<file path="src/sv/lrut_pkg.sv">
// Shared types and constants for the LRU page replacement tracker.
`timescale 1ns / 1ps

package lrut_pkg;

  localparam int COUNT_W = 32;
  localparam int CFG_W   = 4;
  localparam int FILL_W  = 4;

  // Per-cell update controls, driven by the top level.
  typedef struct packed {
    logic step;
    logic evict;
    logic load;
  } lrut_cell_ctl_t;

endpackage

</file>
<file path="src/sv/lrut_cell.sv">
// One recency slot: holds a page, compares it, and shifts toward the LRU end.
`timescale 1ns / 1ps

module lrut_cell
  import lrut_pkg::*;
#(
  parameter int PAGE_BITS = 16
) (
  input  logic                 clk,
  input  lrut_cell_ctl_t       ctl,
  input  logic                 valid,
  input  logic [PAGE_BITS-1:0] page_in,
  input  logic [PAGE_BITS-1:0] neighbor_page,
  input  logic                 seen_in,
  output logic                 seen_out,
  output logic [PAGE_BITS-1:0] page_out
);

  logic [PAGE_BITS-1:0] page_q;
  logic                 shift;

  assign seen_out = seen_in | (valid && (page_q == page_in));
  // A hit at or below this slot, or an eviction, pulls the younger neighbor in.
  assign shift    = seen_out | ctl.evict;
  assign page_out = page_q;

  always_ff @(posedge clk) begin
    if (ctl.step) begin
      if (ctl.load) begin
        page_q <= page_in;
      end else if (shift) begin
        page_q <= neighbor_page;
      end
    end
  end

endmodule

</file>
<file path="src/sv/lru_page_replacement_tracker.sv">
// Top level: fully associative LRU page tracker built as a chain of cells.
//
//  channel | direction | handshake              | payload
//  --------+-----------+------------------------+-------------------------------------------
//  in      | in        | in_valid / in_stall    | page, last_access
//  out     | out       | out_valid / out_stall  | hit, evicted_valid, evicted_page,
//          |           |                        | hit_count, miss_count, frames_filled
//  cfg     | in        | cfg_wr_en              | cfg_wr_data (frames_in_use)
//
// One transaction per cycle while in_stall is low: every cell compares in parallel
// and shifts in the same cycle, and the result is registered in the output register.
// Reset clears the counts, the fill level and sets frames_in_use to 8.
// While the output register holds an untaken result and out_stall is high,
// in_stall is raised; otherwise a new transaction can be taken every cycle.
`timescale 1ns / 1ps

module lru_page_replacement_tracker
  import lrut_pkg::*;
#(
  parameter int FRAMES    = 8,
  parameter int PAGE_BITS = 16
) (
  input  logic                 clk,
  input  logic                 rst,
  input  logic                 in_valid,
  output logic                 in_stall,
  input  logic [PAGE_BITS-1:0] page,
  input  logic                 last_access,
  output logic                 out_valid,
  input  logic                 out_stall,
  output logic                 hit,
  output logic                 evicted_valid,
  output logic [PAGE_BITS-1:0] evicted_page,
  output logic [COUNT_W-1:0]   hit_count,
  output logic [COUNT_W-1:0]   miss_count,
  output logic [FILL_W-1:0]    frames_filled,
  input  logic                 cfg_wr_en,
  input  logic [CFG_W-1:0]     cfg_wr_data
);

  localparam int CW   = $clog2(FRAMES + 1);
  localparam int CAPW = (CW > CFG_W) ? CW : CFG_W;

  logic [CFG_W-1:0]   frames_in_use;
  logic [CW-1:0]      filled;
  logic [CW-1:0]      filled_next;
  logic [COUNT_W-1:0] hit_total;
  logic [COUNT_W-1:0] hit_total_next;
  logic [COUNT_W-1:0] miss_total;
  logic [COUNT_W-1:0] miss_total_next;

  logic                 step;
  logic                 hit_now;
  logic                 evict_now;
  logic [CAPW-1:0]      cap;
  logic [CAPW-1:0]      fiu_ext;
  logic [CW-1:0]        top_idx;

  logic [FRAMES:0]         seen;
  logic [PAGE_BITS-1:0]    cell_page [FRAMES+1];
  lrut_cell_ctl_t          cell_ctl  [FRAMES];

  assign in_stall = out_valid & out_stall;
  assign step     = in_valid & ~in_stall;

  assign seen[0]           = 1'b0;
  assign cell_page[FRAMES] = '0;

  genvar g;
  generate
    for (g = 0; g < FRAMES; g++) begin : g_cell
      assign cell_ctl[g].step  = step;
      assign cell_ctl[g].evict = evict_now;
      assign cell_ctl[g].load  = (top_idx == CW'(g));

      lrut_cell #(
        .PAGE_BITS(PAGE_BITS)
      ) u_cell (
        .clk          (clk),
        .ctl          (cell_ctl[g]),
        .valid        (filled > CW'(g)),
        .page_in      (page),
        .neighbor_page(cell_page[g+1]),
        .seen_in      (seen[g]),
        .seen_out     (seen[g+1]),
        .page_out     (cell_page[g])
      );
    end
  endgenerate

  assign hit_now = seen[FRAMES];

  // Capacity clamped to 1..FRAMES.
  always_comb begin
    fiu_ext = CAPW'(frames_in_use);
    priority if (fiu_ext == '0) begin
      cap = CAPW'(1);
    end else if (fiu_ext > CAPW'(FRAMES)) begin
      cap = CAPW'(FRAMES);
    end else begin
      cap = fiu_ext;
    end
  end

  assign evict_now = ~hit_now && (CAPW'(filled) >= cap);
  assign top_idx   = (hit_now | evict_now) ? (filled - CW'(1)) : filled;

  always_comb begin
    filled_next     = filled;
    hit_total_next  = hit_total;
    miss_total_next = miss_total;
    if (hit_now) begin
      if (hit_total != '1) begin
        hit_total_next = hit_total + COUNT_W'(1);
      end
    end else begin
      if (miss_total != '1) begin
        miss_total_next = miss_total + COUNT_W'(1);
      end
      if (!evict_now && filled < CW'(FRAMES)) begin
        filled_next = filled + CW'(1);
      end
    end
  end

  always_ff @(posedge clk) begin
    if (rst) begin
      frames_in_use <= CFG_W'(8);
    end else if (cfg_wr_en) begin
      frames_in_use <= cfg_wr_data;
    end
  end

  always_ff @(posedge clk) begin
    if (rst) begin
      filled     <= '0;
      hit_total  <= '0;
      miss_total <= '0;
    end else if (step) begin
      if (last_access) begin
        filled     <= '0;
        hit_total  <= '0;
        miss_total <= '0;
      end else begin
        filled     <= filled_next;
        hit_total  <= hit_total_next;
        miss_total <= miss_total_next;
      end
    end
  end

  always_ff @(posedge clk) begin
    if (rst) begin
      out_valid <= 1'b0;
    end else if (step) begin
      out_valid <= 1'b1;
    end else if (!out_stall) begin
      out_valid <= 1'b0;
    end
  end

  always_ff @(posedge clk) begin
    if (step) begin
      hit           <= hit_now;
      evicted_valid <= evict_now;
      evicted_page  <= evict_now ? cell_page[0] : '0;
      hit_count     <= hit_total_next;
      miss_count    <= miss_total_next;
      frames_filled <= FILL_W'(filled_next);
    end
  end

endmodule

</file>
<file path="config.mk">
export PLATFORM = sky130hd
export DESIGN_NAME = lru_page_replacement_tracker
export DESIGN_NICKNAME = d
export VERILOG_FILES = /design/src/sv/lrut_pkg.sv /design/src/sv/lrut_cell.sv /design/src/sv/lru_page_replacement_tracker.sv
export SDC_FILE = /design/constraint.sdc
export NUM_CORES = 1
export LEC_CHECK = 0
export ABC_AREA = 1
export BUFFER_PORTS_ARGS = -buffer_cell sky130_fd_sc_hd__buf_2
export CAP_MARGIN = 30
export CORE_MARGIN = 4
export CORE_UTILIZATION = 55
export DETAILED_ROUTE_END_ITERATION = 6
export PLACE_DENSITY = 0.74
export SLEW_MARGIN = 15
export SYNTH_ARGS = -nofsm -noshare
export SYNTH_HDL_FRONTEND = slang
export SYNTH_SLANG_ARGS = --single-unit
export TNS_END_PERCENT = 50
</file>
<file path="constraint.sdc">
create_clock -name clk -period 7.17 [get_ports clk]
set_input_delay 0.3585 -clock clk [delete_from_list [all_inputs] [get_ports clk]]
set_output_delay 0.3585 -clock clk [all_outputs]
set_load 0.01 [all_outputs]
</file>
==> load_flow_metrics.sql, run 1 <==
INSERT INTO impl_metrics (metric_group, metric, value, unit) VALUES
('run_status', 'run_status', 'finished, violations left', ''),
('run_status', 'failing_checks', 'DRC', ''),
('sta', 'layout_min_cycle_time', '4420', 'ps'),
('setup_path', 'cpLargestDelayFamily', 'simple AND/OR/NAND/NOR gates', ''),
('clock_tree', 'cts_resized', '0', ''),
('setup_path', 'timing.critical_path.fanout_max', '56', ''),
('setup_path', 'data_arrival_time_of_the_critical_path', '4670', 'ps'),
('floorplanning', 'initial_utilization', '56.4', '%'),
('layout', 'fillerInstances', '2410', ''),
('min_path', 'timing.hold.worst.class', 'in2reg', ''),
('yosys', 'synth_top_family_by_area', 'simple AND/OR/NAND/NOR gates', ''),
('setup_path', 'timing.critical_path.slowest_cell_delay', '500', 'ps'),
('clock_tree', 'tritoncts_num_sinks', '287', ''),
('clock_tree', 'clkTransAtPathRegs', '60', 'ps'),
('floorplanning', 'core_area', '28100', 'sq um'),
('sta', 'drv_slew', '0', ''),
('floorplanning', 'num_io_pins', '114', ''),
('routing', 'final_antenna_net_count', '0', ''),
('grt', 'number_of_global_route_vias_before_repair', '11800', ''),
('layout', 'final_nets', '2037', ''),
('sta', 'finalHoldViolations', '0', ''),
('setup_path', 'endpoint_kind', 'flip-flop', ''),
('setup_path', 'cp.required', '7420', 'ps'),
('yosys', 'synth_cell_types', '40', ''),
('sta', 'finalSetupViolations', '0', ''),
('place', 'routability_congestion_estimate', '0.942', ''),
('yosys', 'synth_xor_area_share', '6.91', '%'),
('clock_tree', 'clock_tree.buffer_depth', '3', ''),
('place', 'placement.io_buffers', '113', ''),
('sta', 'final.period_utilization', '61.6', '%'),
('flow_run', 'max_cap_viol_count', '0', ''),
('grt', 'grt_first_pass_wirelength', '59800', 'um'),
('routing', 'route.detailed.vias_per_inst', '5.35', ''),
('place', 'place.detailed.hpwl', '26500', 'um'),
('clock_tree', 'post-cts-setup-buffer-count', '0', ''),
('yosys', 'ys_seq_elements', '287', ''),
('setup_path', 'worst_setup_path_start_kind', 'flip-flop', ''),
('sta', 'achievable-frequency', '0.226', 'GHz'),
('grt', 'globalRoute.totalOverflow', '0', ''),
('layout', 'most_common_cell_after_layout_fill_and_taps_aside', 'sky130_fd_sc_hd__nand2_1', ''),
('setup_path', 'class_of_the_most_critical_setup_path', 'reg2reg', ''),
('grt', 'globalRouteTotalUtil', '23.1', '%'),
('layout', 'commonest_cells_after_routing_fill_and_taps_aside', 'sky130_fd_sc_hd__nand2_1, sky130_fd_sc_hd__edfxtp_1, sky130_fd_sc_hd__inv_1, sky130_fd_sc_hd__nor2_1, sky130_fd_sc_hd__nand3_1', ''),
('pwr', 'sum_of_internal_switching_and_leakage_power', '4020', 'uW'),
('clock_tree', 'worst_skew_pair_latency', '560', 'ps'),
('yosys', 'synth_nets', '1960', ''),
('yosys', 'synthAdderAreaFrac', '0.868', '%'),
('setup_path', 'timing.critical_path.slowest_stage_cell', 'sky130_fd_sc_hd__dfxtp_1', ''),
('yosys', 'synth_simple_gate_area_share', '27.6', '%'),
('clock_tree', 'ctsRootBufferMaster', 'sky130_fd_sc_hd__clkbuf_16', ''),
('yosys', 'post_synth_inst_count', '1923', ''),
('yosys', 'post_synthesis_instance_area', '15900', 'sq um'),
('sta', 'grt_setup_unrepaired', 'no', ''),
('clock_tree', 'htreeDepth', '1', ''),
('routing', 'detail_route.drc_violations', '1', ''),
('setup_path', 'cell_breakdown_of_the_critical_path', 'inv_1 -> ha_1 -> o21ai_0 -> nand3_1 -> nor2_1 -> nand3_2 -> nand4_1 -> nor2_1 -> nand4_1 -> buf_4 -> nor2_2 -> nand2_1 -> nand2_2 -> nor2_8 -> nand2_4 -> a21oi_1 -> buf_4', ''),
('layout', 'multiInputGateArea', '6730', 'sq um'),
('grt', 'grt_antenna_before_repair', '1', ''),
('layout', 'syn2layout_area_growth', '10.5', '%'),
('layout', 'sequential_cell_area', '7890', 'sq um'),
('yosys', 'ys_warn_count', '0', ''),
('sta', 'holdWs', '43.6', 'ps'),
('layout', 'stdcell_area', '17500', 'sq um'),
('pwr', 'vdd_drop_max', '0.000201', 'V'),
('yosys', 'syn_area_per_cell', '8.24', 'sq um'),
('floorplanning', 'dieArea', '31600', 'sq um'),
('floorplanning', 'die_w', '178', 'um'),
('sta', 'totalNegativeSetupSlack', '0', 'ps'),
('setup_path', 'timing.critical_path.buf_inv', '3', ''),
('clock_tree', 'postCtsHoldBufs', '0', ''),
('layout', 'final_layout_size_suffix_gt1_share', '11.5', '%');
per-layer routing:
layer  global-route usage [%]  wire length (um)
met3                     2.90              2320
met4                     5.80               740
met5                        0                 0
met1                     33.3             17000
met2                     37.4             16900
Yosys cell counts, drive strengths merged:
cell | number | share of area [%]
nor3b | 1 | 0.047
xor2 | 39 | 2.2
or2 | 6 | 0.24
edfxtp | 214 | 41
nand4 | 43 | 1.7
nand2 | 584 | 14
xnor2 | 86 | 4.8
inv | 204 | 4.8
and2 | 2 | 0.079
a21oi | 80 | 2.5
nor3 | 35 | 1.1
and3 | 1 | 0.039
o21ai | 130 | 4.1
nor2 | 167 | 4.7
dfxtp | 73 | 9.2
nor4 | 14 | 0.55
a31oi | 2 | 0.12
nand3 | 139 | 4.7
o211ai | 3 | 0.14
buf | 53 | 2.3
ha | 11 | 0.87
o21bai | 3 | 0.14
clkinv | 1 | 0.024
clkbuf | 32 | 0.76
final cells by class:
type                       count  area share (%)
clock inverter                19           0.807
antenna                        1          0.0143
tap                          378            2.70
multi-input combinational   1346            38.4
clock buffer                  36            4.54
timing repair buffer         130            4.11
sequential                   287            45.0
inverter                     205            4.39
report_power, final:
part / internal [uW] / total [uW] / switching, uW
clock: 855 / 1480 / 627
sequential: 1930 / 1990 / 59.5
combinational: 171 / 551 / 380
total: 2960 / 4020 / 1070
registers in the layout, summed over array words and instances (netlist names):
register / cells
filled: 4
miss_total: 32
hit_count: 32
hit: 1
out_valid: 1
frames_filled: 4
g_cell.u_cell.page_out: 128
evicted_valid: 1
evicted_page: 16
fiu_ext: 4
hit_total: 32
miss_count: 32
worst min-delay path: stages:
cell,delay (ps)
sky130_fd_sc_hd__buf_2,70
sky130_fd_sc_hd__nor2_1,40
sky130_fd_sc_hd__nor2_1,90
logic make-up (layout without fill, tap and decap cells):
group                      count (synthesis)  after routing
buffers and inverters                    290            390
xor gates and xnor gates                 125            125
and+or+nand+nor                          992            992
adders and majority gates                 11             11
other                                      0              1
DFF                                      287            287
AOI/OAI and AO/OA                        218            218
stage by stage:
step | cells | util [%] | worst slack, ps
finish | 2402 | 62.4 | 2750
global route | 2402 | 62.4 | 2410
CTS | 2401 | 62.4 | 2710
detailed placement | 2346 | 59.0 | 2720
global placement | 2344 | 58.9 | 2800
floorplan | 1923 | - | 959
worst paths after layout:
kind                                                 endpoint  cells after the start           start
worst max-delay path            g_cell[1].u_cell.page_out[12]                     17       filled[0]
worst min-delay path                               fiu_ext[1]                      3  cfg_wr_data[1]
worst max register to register  g_cell[1].u_cell.page_out[12]                     17       filled[0]
worst min register to register                 miss_total[16]                      2  miss_total[16]
Note: power is estimated with default switching activity, not from simulation.
==> run 2: changes to the inputs <==
==> constraint.sdc (replaced) <==
create_clock -name clk -period 4.33 [get_ports clk]
set_input_delay 0.2165 -clock clk [delete_from_list [all_inputs] [get_ports clk]]
set_output_delay 0.2165 -clock clk [all_outputs]
set_load 0.01 [all_outputs]
==> load_flow_metrics.sql, run 2 (synthesis results as in run 1) <==
INSERT INTO impl_metrics (metric_group, metric, value, unit) VALUES
('run_status', 'run_status', 'complete, no violations', ''),
('pwr', 'leakage_power', '0.00752', 'uW'),
('setup_path', 'rr_endpoint', 'g_cell[1].u_cell.page_out[3]', ''),
('flow_run', 'max_cap_viol_count', '0', ''),
('routing', 'detail_route.drc_violations', '0', ''),
('sta', 'holdWs', '33.1', 'ps'),
('place', 'dp_worst_setup_slack', '462', 'ps'),
('setup_path', 'r2r_setup_slack', '450', 'ps'),
('layout', 'largest_reg_flops', '128', ''),
('routing', 'postRouteWirelength', '39200', 'um'),
('setup_path', 'regToRegStartpoint', 'filled[0]', ''),
('floorplanning', 'placement_rows', '61', ''),
('place', 'routability_congestion_estimate', '0.970', ''),
('routing', 'final_antenna_net_count', '0', ''),
('setup_path', 'cp.required', '4580', 'ps'),
('clock_tree', 'cts_resized', '0', ''),
('grt', 'number_of_global_route_vias_before_repair', '12300', ''),
('routing', 'drt_first_pass_iters', '6', ''),
('layout', 'fillerInstances', '2385', ''),
('clock_tree', 'cts-buffers-inserted', '30', ''),
('floorplanning', 'initial_utilization', '56.4', '%'),
('setup_path', 'data_arrival_time_of_the_critical_path', '4130', 'ps'),
('sta', 'grt_setup_unrepaired', 'no', ''),
('setup_path', 'rr_worst_depth', '16', ''),
('clock_tree', 'tritoncts_num_sinks', '287', ''),
('clock_tree', 'clkTransAtPathRegs', '60', 'ps'),
('layout', 'final_layout_size_suffix_gt1_share', '11.8', '%'),
('setup_path', 'timing.critical_path.fanout_max', '33', ''),
('sta', 'layout_min_cycle_time', '3880', 'ps'),
('setup_path', 'worst_setup_path_start_kind', 'flip-flop', ''),
('grt', 'globalRoute.totalOverflow', '0', ''),
('layout', 'commonest_cells_after_routing_fill_and_taps_aside', 'sky130_fd_sc_hd__nand2_1, sky130_fd_sc_hd__edfxtp_1, sky130_fd_sc_hd__inv_1, sky130_fd_sc_hd__nor2_1, sky130_fd_sc_hd__nand3_1', ''),
('sta', 'setup_slack', '445', 'ps'),
('sta', 'totalNegativeSetupSlack', '0', 'ps'),
('floorplanning', 'die_y', '178', 'um'),
('grt', 'grt_first_pass_wirelength', '63300', 'um'),
('layout', 'stdcell_area', '17700', 'sq um'),
('setup_path', 'class_of_the_most_critical_setup_path', 'reg2reg', ''),
('clock_tree', 'post-cts-setup-buffer-count', '0', ''),
('clock_tree', 'postCtsHoldBufs', '11', ''),
('setup_path', 'crit_path_end', 'g_cell[1].u_cell.page_out[3]', ''),
('floorplanning', 'num_io_pins', '114', ''),
('min_path', 'timing.hold.worst.class', 'in2reg', ''),
('layout', 'most_common_cell_after_layout_fill_and_taps_aside', 'sky130_fd_sc_hd__nand2_1', ''),
('sta', 'worst_slew_margin_relative_to_its_limit', '53.5', '%'),
('sta', 'finalHoldViolations', '0', ''),
('sta', 'final.period_utilization', '89.7', '%'),
('grt', 'globalRouteTotalUtil', '24.5', '%'),
('clock_tree', 'clock_tree.buffer_depth', '3', ''),
('floorplanning', 'core_area', '28100', 'sq um'),
('grt', 'grt_max_degree', '60', ''),
('clock_tree', 'htreeDepth', '1', ''),
('pwr', 'vdd_drop_max', '0.000325', 'V'),
('sta', 'worst_slew_pin_slew', '697', 'ps'),
('routing', 'wire_per_inst', '16.2', 'um'),
('routing', 'detailroute.via_count', '13100', ''),
('place', 'instance_area_after_placement', '16600', 'sq um'),
('floorplanning', 'dieArea', '31600', 'sq um'),
('place', 'place.detailed.hpwl', '28200', 'um'),
('sta', 'finalSetupViolations', '0', ''),
('layout', 'number_of_diodes', '0', ''),
('layout', 'syn2layout_area_growth', '11.4', '%'),
('place', 'placement.io_buffers', '113', ''),
('sta', 'achievable-frequency', '0.257', 'GHz'),
('layout', 'final_nets', '2054', ''),
('sta', 'drv_slew', '0', ''),
('routing', 'route.detailed.vias_per_inst', '5.42', ''),
('clock_tree', 'cts_tree', 'built', ''),
('grt', 'grt_antenna_before_repair', '0', ''),
('clock_tree', 'ctsRootBufferMaster', 'sky130_fd_sc_hd__clkbuf_16', ''),
('floorplanning', 'die_w', '178', 'um'),
('setup_path', 'crit_path_start', 'filled[0]', ''),
('place', 'placedCellCount', '2352', ''),
('clock_tree', 'worst_skew_pair_latency', '560', 'ps'),
('layout', 'finalNonFillerCells', '2419', ''),
('pwr', 'p_per_area', '382', 'nW/um^2'),
('routing', 'drt_iter0_markers', '1285', ''),
('sta', 'final.setup_skew', '17.8', 'ps'),
('setup_path', 'endpoint_kind', 'flip-flop', '');
[run 2: cell types whose count changed in the layout (fill, tap and decap cells not counted), sizes merged, moves of 6 or more]
cell / delta
clkinv: -7
clkbuf: +9
dlygate4sd3: +11
buf: +6
[run 2: layer usage]
layer	global-route usage (%)	up-vias	share of wire, %
met5	0	-	0
met4	5.90	0	2.1
met3	3.79	67	7.5
met2	40.0	507	46
met1	34.7	6059	44
li1	-	6466	-
[run 2: worst min path at each step]
stage | from | end | depth (start not counted)
5_1_grt | last_access | hit_total[1] | 4
3_5_place_dp | cfg_wr_data[0] | fiu_ext[0] | 3
4_1_cts | last_access | hit_total[0] | 4
2_1_floorplan | cfg_wr_en | fiu_ext[3] | 1
3_3_place_gp | cfg_wr_data[1] | fiu_ext[1] | 3
6_report | last_access | hit_total[0] | 4
[run 2: through the flow]
stage,power [uW],utilization (%)
after floorplan,4040,-
after global placement,4260,59.1
after detailed placement,4290,59.1
after CTS,6770,62.9
after global routing,7010,62.9
final,6740,62.9
[run 2: cell type report]
class / count / area (sq um) / area share (%)
Clock buffer: 45 / 878 / 4.97
Clock inverter: 11 / 77.6 / 0.439
Inverter: 205 / 769 / 4.36
Multi-Input combinational cell: 1346 / 6730 / 38.1
Sequential cell: 287 / 7890 / 44.7
Tap cell: 378 / 473 / 2.68
Timing Repair Buffer: 147 / 848 / 4.80
[run 2: power breakdown]
part | internal (uW) | total [uW] | switching, uW
clock network | 1450 | 2480 | 1030
logic | 297 | 955 | 658
registers | 3200 | 3300 | 103
total | 4950 | 6740 | 1790
[run 2: critical path: stages, from the launching register on]
cell and delay, ps:
sky130_fd_sc_hd__dfxtp_1 490, sky130_fd_sc_hd__inv_1 220, sky130_fd_sc_hd__ha_1 280, sky130_fd_sc_hd__o21ai_0 320
sky130_fd_sc_hd__nand3_1 150, sky130_fd_sc_hd__nor2_1 160, sky130_fd_sc_hd__nand3_2 140, sky130_fd_sc_hd__nand4_1 190
sky130_fd_sc_hd__nor2_1 70, sky130_fd_sc_hd__nand4_1 120, sky130_fd_sc_hd__nor2_2 100, sky130_fd_sc_hd__nand2_1 80
sky130_fd_sc_hd__nand2_2 130, sky130_fd_sc_hd__nor2_8 320, sky130_fd_sc_hd__nand2_4 280, sky130_fd_sc_hd__a21oi_1 220
sky130_fd_sc_hd__buf_4 280
==> run 3: changes to the inputs <==
--- a/config.mk
+++ b/config.mk
@@ -8,10 +8,12 @@
 export ABC_AREA = 1
 export BUFFER_PORTS_ARGS = -buffer_cell sky130_fd_sc_hd__buf_2
 export CAP_MARGIN = 30
+export CELL_PAD_IN_SITES_DETAIL_PLACEMENT = 1
+export CELL_PAD_IN_SITES_GLOBAL_PLACEMENT = 2
 export CORE_MARGIN = 4
-export CORE_UTILIZATION = 55
+export CORE_UTILIZATION = 37
 export DETAILED_ROUTE_END_ITERATION = 6
-export PLACE_DENSITY = 0.74
+export PLACE_DENSITY_LB_ADDON = 0.1
 export SLEW_MARGIN = 15
 export SYNTH_ARGS = -nofsm -noshare
 export SYNTH_HDL_FRONTEND = slang
==> load_flow_metrics.sql, run 3 (synthesis results as in run 1) <==
INSERT INTO impl_metrics (metric_group, metric, value, unit) VALUES
('layout', 'fillerInstances', '5077', ''),
('pwr', 'pwr-share-clk', '39.6', '%'),
('routing', 'drt_iter0_markers', '632', ''),
('sta', 'totalNegativeSetupSlack', '0', 'ps'),
('clock_tree', 'cts-buffers-inserted', '36', ''),
('clock_tree', 'clock_tree.buffer_depth', '3', ''),
('sta', 'final.period_utilization', '89.4', '%'),
('layout', 'stdcell_area', '18000', 'sq um'),
('sta', 'grt_setup_unrepaired', 'no', ''),
('routing', 'wire_per_inst', '18.4', 'um'),
('grt', 'groute.layer.met2.usage', '37.5', '%'),
('routing', 'route.detailed.vias_per_inst', '5.08', ''),
('sta', 'drv_slew', '0', ''),
('setup_path', 'class_of_the_most_critical_setup_path', 'reg2reg', ''),
('pwr', 'p_sw_share', '27.2', '%'),
('clock_tree', 'tritoncts_num_sinks', '287', ''),
('setup_path', 'timing.critical_path.slowest_stage_cell', 'sky130_fd_sc_hd__dfxtp_1', ''),
('pwr', 'netSwitchingPower', '1930', 'uW'),
('sta', 'achievable-frequency', '0.258', 'GHz'),
('sta', 'worst_slew_margin_relative_to_its_limit', '46.5', '%'),
('place', 'dp_worst_setup_slack', '244', 'ps'),
('grt', 'grt_max_degree', '60', ''),
('routing', 'detail_route.drc_violations', '0', ''),
('sta', 'layout_min_cycle_time', '3870', 'ps'),
('setup_path', 'endpoint_kind', 'flip-flop', ''),
('grt', 'number_of_global_route_vias_before_repair', '13800', ''),
('pwr', 'sum_of_internal_switching_and_leakage_power', '7110', 'uW'),
('setup_path', 'cell_breakdown_of_the_critical_path', 'inv_1 -> ha_1 -> o21ai_1 -> nand3_1 -> nor2_1 -> nand3_2 -> nand4_1 -> nor2_1 -> nand4_1 -> nor2_2 -> nand2_1 -> nand2_2 -> nor2_8 -> nand2_4 -> a21oi_1 -> buf_4', ''),
('grt', 'globalRouteTotalUtil', '20.4', '%'),
('floorplanning', 'placement_rows', '75', ''),
('floorplanning', 'initial_utilization', '37.6', '%'),
('routing', 'detailroute.via_count', '13100', ''),
('pwr', 'power.share.combinational', '13.9', '%'),
('layout', 'number_of_diodes', '0', ''),
('setup_path', 'cpLargestDelayFamily', 'simple AND/OR/NAND/NOR gates', ''),
('min_path', 'timing.hold.worst.class', 'in2reg', ''),
('place', 'placement.io_buffers', '113', ''),
('floorplanning', 'num_io_pins', '114', ''),
('grt', 'globalRouteMet1Util', '25.4', '%'),
('layout', 'largest_reg_flops', '128', ''),
('setup_path', 'timing.critical_path.slowest_cell_delay', '510', 'ps'),
('sta', 'setup_slack', '457', 'ps'),
('layout', 'commonest_cells_after_routing_fill_and_taps_aside', 'sky130_fd_sc_hd__nand2_1, sky130_fd_sc_hd__edfxtp_1, sky130_fd_sc_hd__inv_1, sky130_fd_sc_hd__nor2_1, sky130_fd_sc_hd__nand3_1', ''),
('grt', 'globalRoute.totalOverflow', '0', ''),
('pwr', 'p_per_area', '395', 'nW/um^2'),
('layout', 'most_common_cell_after_layout_fill_and_taps_aside', 'sky130_fd_sc_hd__nand2_1', ''),
('layout', 'final_nets', '2065', ''),
('grt', 'grt_busiest_layer', 'met2', ''),
('floorplanning', 'die_y', '215', 'um'),
('sta', 'finalHoldViolations', '0', ''),
('clock_tree', 'ctsRootBufferMaster', 'sky130_fd_sc_hd__clkbuf_16', ''),
('setup_path', 'worst_setup_path_start_kind', 'flip-flop', ''),
('layout', 'syn2layout_area_growth', '13.6', '%'),
('pwr', 'seqPwrFrac', '46.5', '%'),
('sta', 'final.setup_skew', '14.7', 'ps'),
('setup_path', 'cp.required', '4550', 'ps'),
('place', 'routability_congestion_estimate', '0.883', ''),
('setup_path', 'data_arrival_time_of_the_critical_path', '4090', 'ps'),
('sta', 'finalSetupViolations', '0', ''),
('sta', 'worst_slew_pin_slew', '802', 'ps'),
('setup_path', 'timing.critical_path.buf_inv', '2', ''),
('routing', 'drt_first_pass_iters', '5', ''),
('grt', 'met3_demand_to_capacity_share_in_global_routing', '2.77', '%'),
('routing', 'postRouteWirelength', '47700', 'um'),
('clock_tree', 'clkTransAtPathRegs', '60', 'ps'),
('layout', 'finalNonFillerCells', '2587', ''),
('run_status', 'run_status', 'complete, no violations', ''),
('clock_tree', 'worst_skew_pair_latency', '540', 'ps'),
('place', 'placedCellCount', '2519', ''),
('floorplanning', 'die_w', '215', 'um'),
('pwr', 'vdd_drop_max', '0.000256', 'V'),
('place', 'place.detailed.hpwl', '34600', 'um'),
('flow_run', 'max_cap_viol_count', '0', ''),
('pwr', 'leakage_power', '0.00759', 'uW'),
('grt', 'grt_antenna_before_repair', '0', ''),
('grt', 'grt_first_pass_wirelength', '76300', 'um'),
('floorplanning', 'dieArea', '46200', 'sq um'),
('place', 'instance_area_after_placement', '16800', 'sq um'),
('clock_tree', 'cts_tree', 'built', ''),
('setup_path', 'timing.critical_path.fanout_max', '33', ''),
('pwr', 'cellInternalPower', '5170', 'uW'),
('layout', 'final_layout_size_suffix_gt1_share', '12.0', '%'),
('clock_tree', 'htreeDepth', '2', ''),
('routing', 'final_antenna_net_count', '0', ''),
('floorplanning', 'core_area', '42100', 'sq um');
==> run 3: final cells by class <==
| class | count | area (sq um) | share of cell area, % |
|---|---|---|---|
| inverters | 205 | 769 | 4.27 |
| repair buffers | 152 | 883 | 4.91 |
| multi-input cells | 1346 | 6730 | 37.4 |
| flip-flops and latches | 287 | 7890 | 43.8 |
| clock inverters | 10 | 93.8 | 0.521 |
| clock buffers | 48 | 967 | 5.37 |
| well taps | 539 | 674 | 3.75 |
==> run 3: worst paths after layout <==
| check | slack [ps] | startpoint | end | depth (start not counted) |
|---|---|---|---|---|
| min reg2reg | 490 | miss_total[31] | miss_total[31] | 2 |
| max reg2reg | 460 | filled[0] | g_cell[1].u_cell.page_out[8] | 16 |
| min | 40 | last_access | miss_total[25] | 4 |
| max | 460 | filled[0] | g_cell[1].u_cell.page_out[8] | 16 |
==> run 3: metrics by stage <==
step	hold WS (ps)	util [%]
final	38.1	42.7
after global routing	44.9	42.7
after CTS	9.88	42.7
after detailed placement	442	40.0
after global placement	441	40.0
after floorplan	317	-
==> run 3: power groups by stage <==
stage / registers, uW / clock network, uW / logic (uW)
final: 3310 / 2810 / 988
after CTS: 3310 / 2900 / 1010
after floorplan: 3360 / 0 / 687
after global placement: 3360 / 0 / 971
after global routing: 3330 / 3010 / 1110
after detailed placement: 3370 / 0 / 998
==> run 3: per-layer routing <==
metal | wire, um | up-vias
li1 | - | 6492
met3 | 1360 | 61
met1 | 20900 | 6423
met4 | 1000 | 0
met2 | 24400 | 163
met5 | 0 | -
==> run 3: worst register-to-register path, delay by kind of cell (launching register included) <==
kind | cells | cell delay, ps
AOI/OAI and AO/OA | 2 | 510
adders and majority gates | 1 | 300
buffers and inverters | 2 | 510
DFF | 1 | 510
and+or+nand+nor | 11 | 1720
==> run 3: what timing repair did <==
item | CTS | global route
setup buffers | 0 | 0
hold buffers | 10 | 0
gates resized for setup | 0 | 1
endpoints found under the hold margin | 5 | 0
setup endpoints to repair | 0 | 32
